`config.mk`:
```
export PLATFORM = sky130hd
export DESIGN_NAME = lzssd_cmd_fifo
export DESIGN_NICKNAME = d
export VERILOG_FILES = /design/src/rtl/core/lzssd_pkg.sv /design/src/rtl/core/lzssd_cmd_fifo.sv
export SDC_FILE = /design/constraint.sdc
export NUM_CORES = 1
export LEC_CHECK = 0
export BUFFER_PORTS_ARGS = -buffer_cell sky130_fd_sc_hd__buf_2
export CORE_AREA = 5 5 156 158
export DETAILED_ROUTE_END_ITERATION = 8
export DIE_AREA = 0 0 161 163
export GPL_TIMING_DRIVEN = 0
export PLACE_DENSITY = 0.65
export SYNTH_ARGS = -nofsm -noshare
export SYNTH_HDL_FRONTEND = slang
export SYNTH_SLANG_ARGS = --single-unit
```
`constraint.sdc`:
```
create_clock -name clk_i -period 5.75 [get_ports clk_i]
set_input_delay 0 -clock clk_i [delete_from_list [all_inputs] [get_ports clk_i]]
set_output_delay 0 -clock clk_i [all_outputs]
set_load 0.02 [all_outputs]
```
`src/rtl/core/lzssd_pkg.sv`:
```
// Shared types and constants for the LZSS ring decompressor.
`timescale 1ns / 1ps
package lzssd_pkg;

  localparam int unsigned RingSize = 4096;
  localparam int unsigned RingAw   = 12;
  localparam int unsigned CntW     = RingAw + 1;
  localparam int unsigned SizeBits = 32;
  localparam int unsigned MinMatch = 3;

  localparam logic [RingAw-1:0] RingStartRst = RingAw'(RingSize - 18);
  localparam logic [31:0]       SizeMask     = 32'hFFFF_FFFF >> (32 - SizeBits);

  // Stream tag, first byte first.
  localparam logic [7:0] TagBytes [4] = '{8'h56, 8'h43, 8'h4C, 8'h5A};

  // Command queue between front and back.
  localparam int unsigned QueueDepth = 4;
  localparam int unsigned QueueAw    = 2;

  // Register map (word index).
  localparam logic RegRingFill  = 1'b0;
  localparam logic RegRingStart = 1'b1;

  typedef enum logic [2:0] {
    ST_RUN    = 3'd0,
    ST_DONE   = 3'd1,
    ST_BADTAG = 3'd2,
    ST_ZERO   = 3'd3,
    ST_TRUNC  = 3'd4,
    ST_OVER   = 3'd5
  } status_e;

  typedef enum logic [1:0] {
    CMD_LIT,
    CMD_MATCH,
    CMD_NOTE,
    CMD_SETUP
  } cmd_kind_e;

  // data: literal byte, or fill byte for SETUP.
  // pos: match position, or start position for SETUP.
  // status: status of the final byte (LIT/MATCH) or of the note.
  // trunc: append a truncation result after this command.
  // count: bytes produced before this command.
  typedef struct packed {
    cmd_kind_e         kind;
    logic [7:0]        data;
    logic [RingAw-1:0] pos;
    logic [3:0]        len_m3;
    status_e           status;
    logic              trunc;
    logic [31:0]       count;
  } cmd_t;

endpackage

```
`src/rtl/core/lzssd_cmd_fifo.sv`:
```
// Small command queue between the parser and the copy engine.
`timescale 1ns / 1ps
module lzssd_cmd_fifo import lzssd_pkg::*; (
  input  logic clk_i,
  input  logic rst_ni,
  input  logic push_i,
  input  cmd_t cmd_i,
  output logic full_o,
  input  logic pop_i,
  output logic valid_o,
  output cmd_t cmd_o
);

  cmd_t               entry_q [QueueDepth];
  logic [QueueAw-1:0] wr_ptr_q, rd_ptr_q;
  logic [QueueAw:0]   fill_q;

  assign full_o  = (fill_q == (QueueAw+1)'(QueueDepth));
  assign valid_o = (fill_q != '0);
  assign cmd_o   = entry_q[rd_ptr_q];

  always_ff @(posedge clk_i) begin
    if (push_i) begin
      entry_q[wr_ptr_q] <= cmd_i;
    end
  end

  always_ff @(posedge clk_i or negedge rst_ni) begin
    if (!rst_ni) begin
      wr_ptr_q <= '0;
      rd_ptr_q <= '0;
      fill_q   <= '0;
    end else begin
      if (push_i) begin
        wr_ptr_q <= wr_ptr_q + QueueAw'(1);
      end
      if (pop_i) begin
        rd_ptr_q <= rd_ptr_q + QueueAw'(1);
      end
      case ({push_i, pop_i})
        2'b10:   fill_q <= fill_q + (QueueAw+1)'(1);
        2'b01:   fill_q <= fill_q - (QueueAw+1)'(1);
        default: fill_q <= fill_q;
      endcase
    end
  end

  a_no_overflow: assert property (@(posedge clk_i) disable iff (!rst_ni)
    push_i |-> !full_o)
    else $error("command pushed into full queue");

  a_no_underflow: assert property (@(posedge clk_i) disable iff (!rst_ni)
    pop_i |-> valid_o)
    else $error("command popped from empty queue");

endmodule

```
==> metrics.txt, run 1 <==
Max Fclk 504 MHz; CP endpoint kind output port; Area Growth Syn to Fin 27.3%; die area 26200 um2; final setup violation count 0; CTS sink count 255; PortBufs 129; Antenna Nets Post-Route 0; CTS tree done; synth warn 0; outcome complete, no violations; root buffer cell clkbuf_16; initial antenna violation count 1; R2R Path Start wr_ptr_q[0]$_DFFE_PN0P_; RSZ-0062 raised after global routing false; Post-Syn Instances 360; final slew viol count 0; hold crit path type primary input to register; GP Congestion 0.690; DR WL/cell 19.1 um; Starting Density 41.0%; asr flop ratio synth 2.75%; syn nets 432; overall track demand over capacity in global routing 13.0%; aggregate routed wire length 17.1 mm; clk_lat worst skew 520 ps; synthesized flop and latch total 255; critical path required time 5750 ps; CORE AREA 23000 um2; Worst-Margin Slew 516 ps; Die H 163 um; Final Power 6.04 mW; sequential share of the synthesized area 80.9%; total number of vias 4420; Post-Syn Area 9420 um2; Hold Vio Cnt, Final 0; Register-to-Register Path Depth 4; HPWL Detailed 10.4 mm; CP max stage cell mux4_2; Startpoint Class register; setup_tns 0 ps; TritonCTS buffer count 26; worst endpoint data arrival time 1980 ps; Pleak 4.20 nW; Final Critical Period 1980 ps; Starting DRT DRC Count 195; First-pass DRT Iterations 4; period utilisation layout 34.5%; pin count of the biggest net entering global routing 41; EDFF count, synth 248; Longest Clk Path Bufs 3; CP endpoint cmd_o[60]; WHS Path Cells 2; row cnt 56; Unique masters post-synth 19; first-pass GRT wire length 26.6 mm; critical path cell sequence buf_6 -> buf_12 -> mux4_2 -> buf_2; Die Wd 161 um; Residual DRC 0; CP Max Fanout 10; diodes inserted 0; vias per cell 4.94; final-stage net count 659; H-tree levels 1; # IOs 130; worst vdd ir 0.301 mV; CP Class register to output port; Worst-path clk slew 60 ps; share of cells above drive strength 1 40.5%; total gr overflow 0; Crit path largest cell delay 530 ps; Reg2Reg Setup Slack 3950 ps; clock skew 9.77 ps; vias in the first global route 4857; CTS resizes 0; max cap viols 0; Post-Route Utilization 52.2%; total power density per cell area 504 nW/um2; ys flop type edfxtp_1; reg2reg end entry_q[0][15]$_DFFE_PP_; Slew HR 65.6%; Mean Syn Cell Area 26.2 um2; worst setup path start rd_ptr_q[0]$_DFFE_PN0P_
## stage by stage
step	hold WS (ps)	area [um2]	cells	worst slack, ps
2_1_floorplan	-296	9420	360	3240
3_3_place_gp	-162	10400	779	2040
3_5_place_dp	-154	10500	783	3900
4_1_cts	204	12000	895	3710
5_1_grt	221	12000	895	3660
6_report	230	12000	895	3770
## worst min path at each step
stage                          from                        to
after global routing      cmd_i[17]  entry_q[2][17]$_DFFE_PP_
after CTS                 cmd_i[33]  entry_q[3][33]$_DFFE_PP_
final                     cmd_i[57]  entry_q[2][57]$_DFFE_PP_
after detailed placement     rst_ni     fill_q[1]$_DFFE_PN0P_
after global placement       rst_ni     fill_q[1]$_DFFE_PN0P_
after floorplan              rst_ni     fill_q[0]$_DFFE_PN0P_
## report_power, final
group | internal (mW) | switching (mW) | total (mW)
registers | 2.43 | 0.0779 | 2.51
clock network | 0.891 | 0.645 | 1.54
logic | 0.864 | 1.13 | 2.00
## final cells by class
cell class	instances	area (um2)
Fill cell	1833	11000
Sequential cell	255	7620
Multi-Input combinational cell	85	1620
Timing Repair Buffer	199	1400
Clock buffer	28	679
Tap cell	290	363
Buffer	14	166
Clock inverter	18	114
Inverter	6	22.5
## sequential cells by signal, indices dropped and copies added, names as in the netlist
name / flops
fill_q: 3
entry_q: 248
wr_ptr_q: 2
rd_ptr_q: 2
## logic make-up after synthesis
family	after synthesis	synth area share, %
DFF	255	80.9
muxes	63	15.1
buffers and inverters	20	2.01
and+or+nand+nor	9	0.518
xor gates and xnor gates	6	0.558
adders and majority gates	6	0.877
AOI/OAI and AO/OA	1	0.0531
## worst max-delay path, delay by kind of cell (launching register included)
kind	cells	cell delay [ps]
multiplexers	1	530
buffers and inverters	3	590
flip-flops	1	340
## cells in the final DEF (no fill, tap or decap)
| cell | n |
|---|---|
| mux2i_1 | 1 |
| clkinvlp_4 | 4 |
| clkbuf_16 | 27 |
| xnor2_1 | 2 |
| o21ai_0 | 1 |
| edfxtp_1 | 248 |
| xor2_1 | 4 |
| or3_1 | 1 |
| mux4_2 | 58 |
| mux4_1 | 4 |
| dlygate4sd3_1 | 66 |
| clkbuf_1 | 1 |
| nand2_1 | 2 |
| nor2_1 | 1 |
| ha_1 | 5 |
| buf_12 | 8 |
| buf_6 | 1 |
| clkinv_2 | 4 |
| buf_2 | 136 |
| fa_1 | 1 |
| inv_1 | 6 |
| and2_4 | 4 |
| bufinv_16 | 1 |
| and3_1 | 1 |
| dfrtp_1 | 7 |
| clkinv_1 | 9 |
| buf_16 | 2 |
## timing repair
| action | in CTS | in global routing |
|---|---|---|
| setup buffers | 0 | 0 |
| hold endpoints to repair | 261 | 0 |
| hold buffers | 66 | 0 |
## per-layer routing
layer	global-route usage, %	wire length, um
met4	3.57	440
met3	3.21	952
met1	15.9	6780
met2	23.2	8910
met5	0	7
## synthesized netlist by cell type (all sizes together) (2+ instances only)
cell type  instances  area share, %
xnor2              2           0.19
buf               14            1.8
dfrtp              7            1.9
mux4              62             15
nand2              2          0.080
ha                 5           0.66
inv                6           0.24
and2               4           0.27
xor2               4           0.37
edfxtp           248             79
Power figures use the tool's default switching activity.
==> run 2, diff against run 1 <==
clock period = 2.08 ns   (was 5.75 ns; I/O delays follow)
==> run 2 against run 1 <==
Die area did not move. Critical path depth stayed put. Core utilization rose by 0.23 points. Worst setup slack worse by 3700 ps. Via count shrank 1.1%. Register-to-register slack worse by 3700 ps. Combinational power rose to 2.8 times the previous value. Critical path type unchanged. Critical endpoint is now cmd_o[16]. Largest cell class unchanged. Largest power group unchanged.
==> metrics.txt, run 2 (same netlist as run 1, synthesis figures left out) <==
Final Critical Period 1980 ps; Starting Density 41.0% (unchanged); Worst-Margin Slew 522 ps (+6.01 ps); diodes inserted 0 (unchanged); share of cells above drive strength 1 40.9% (+0.43 points); hold path start cmd_i[37]; outcome complete, no violations; pin count of the biggest net entering global routing 38 (-7.3%); commonest non-fill, non-tap cell in the layout edfxtp_1; die area 26200 um2 (unchanged); most frequent cells in the layout edfxtp_1, buf_2, dlygate4sd3_1; clk_lat worst skew 510 ps (about the same); max reg flops 248 (unchanged); worst vdd ir 0.714 mV (+140%); post-route setup slack 96.5 ps (-3670 ps); Residual DRC 0 (unchanged); Most flops, register entry_q; vias in the first global route 4859 (+0.041%); CP Class register to output port; overall track demand over capacity in global routing 13.0% (-0.032 points); HPWL Detailed 10.4 mm (-0.24%); Finished Layout Cells 896 (+0.11%); CP Max Fanout 10 (unchanged); multi-input combinational cell area 1620 um2 (unchanged); final-stage net count 660 (+0.15%); postcts setup bufs 0 (unchanged); total power density per cell area 1410 nW/um2 (+180%); CTS sink count 255 (unchanged); GP Congestion 0.679 (-1.5%); hold crit path type primary input to register; # IOs 130 (unchanged); pre-CTS setup slack 243 ps (-3650 ps); RSZ-0062 raised after global routing false; R2R Path Start wr_ptr_q[1]$_DFFE_PN0P_; H-tree levels 1 (unchanged); CTS tree done; Starting DRT DRC Count 243 (+25%); DR WL/cell 19.0 um (-0.66%); Die H 163 um (unchanged); initial antenna violation count 0 (-1); setup_tns 0 ps (unchanged); Longest Clk Path Bufs 3 (unchanged); max cap viols 0 (unchanged); worst setup path start rd_ptr_q[0]$_DFFE_PN0P_; Register Area 7620 um2 (unchanged); Placed Cells 783 (unchanged); Antenna Nets Post-Route 0 (unchanged); total gr overflow 0 (unchanged); Pleak 4.23 nW (+0.79%); CP endpoint kind output port; first-pass GRT wire length 26.6 mm (about the same); cell area after layout 12000 um2 (+0.44%); Max Fclk 504 MHz; Startpoint Class register; Hold Vio Cnt, Final 0 (unchanged); final slew viol count 0 (unchanged); row cnt 56 (unchanged); fillcell total 1810 (-1.3%); aggregate routed wire length 17.0 mm (-0.55%); worst endpoint data arrival time 1980 ps (about the same); Worst-path clk slew 60 ps (about the same); clock skew 6.51 ps (-3.26 ps); period utilisation layout 95.4%; TritonCTS buffer count 27 (+3.8%); dpl cell area 10500 um2 (about the same); CORE AREA 23000 um2 (unchanged); Area Growth Syn to Fin 27.8%; Slew HR 65.2% (-0.40 points); First-pass DRT Iterations 4 (unchanged); Die Wd 161 um (unchanged); critical path required time 2080 ps (-3670 ps); PortBufs 129 (unchanged); Largest regs entry_q (248), fill_q (3); total number of vias 4371 (-1.1%); vias per cell 4.88 (-1.2%); final setup violation count 0 (unchanged); root buffer cell clkbuf_16; Final Power 17.0 mW (+180%)
run 2: changes by cell type in the layout (fill, tap and decap cells not counted), sizes merged:
cell	before	now
clkbuf	28	32
clkinvlp	4	2
clkinv	13	10
bufinv	1	3
run 2: worst max-delay path, stage by stage, from the launching register on:
cell,delay (ps)
dfrtp_1,370
buf_8,210
buf_12,180
mux4_2,530
buf_2,180
run 2: repair_timing:
action,in CTS,in global routing
endpoints found under the hold margin,261,0
resized for setup,0,1
endpoints found under the setup margin,0,6
hold buffers,66,0
run 2: area by class of cell:
cell class	instances	area share [%]
flip-flops and latches	255	63.3
multi-input cells	85	13.5
repair buffers	199	11.6
clock buffers	32	5.77
well taps	290	3.01
plain buffers	14	1.41
clock inverters	15	1.29
inverters	6	0.187
run 2: layer usage:
layer,track usage [%],part of all wire [%],vias up
met5,0,0,-
met4,3.14,2.1,0
met3,2.99,4.8,28
met2,23.1,52,102
met1,16.2,41,2246
li1,-,-,1995
run 2: report_power, final:
part | switching, mW | leakage (nW) | internal [mW]
Clock | 1.81 | 0.414 | 2.74
Combinational | 3.12 | 1.46 | 2.39
Sequential | 0.209 | 2.36 | 6.72
Total | 5.13 | 4.23 | 11.8
run 2: metrics by stage:
step | hold slack (ps) | util (%)
finish | 239 | 52.4
detailed placement | -160 | 45.8
floorplan | -296 | -
CTS | 203 | 52.4
global route | 222 | 52.4
global placement | -166 | 45.4
run 2: worst paths after layout:
kind                       slack, ps  cells past startpoint                        to
min reg2reg                      500                      1     fill_q[2]$_DFFE_PN0P_
min                              240                      2  entry_q[0][37]$_DFFE_PP_
max reg2reg                      270                      4  entry_q[1][28]$_DFFE_PP_
min in group asynchronous        470                      3   wr_ptr_q[1]$_DFFE_PN0P_
max                              100                      4                 cmd_o[16]
max in group asynchronous       1370                      3   wr_ptr_q[0]$_DFFE_PN0P_
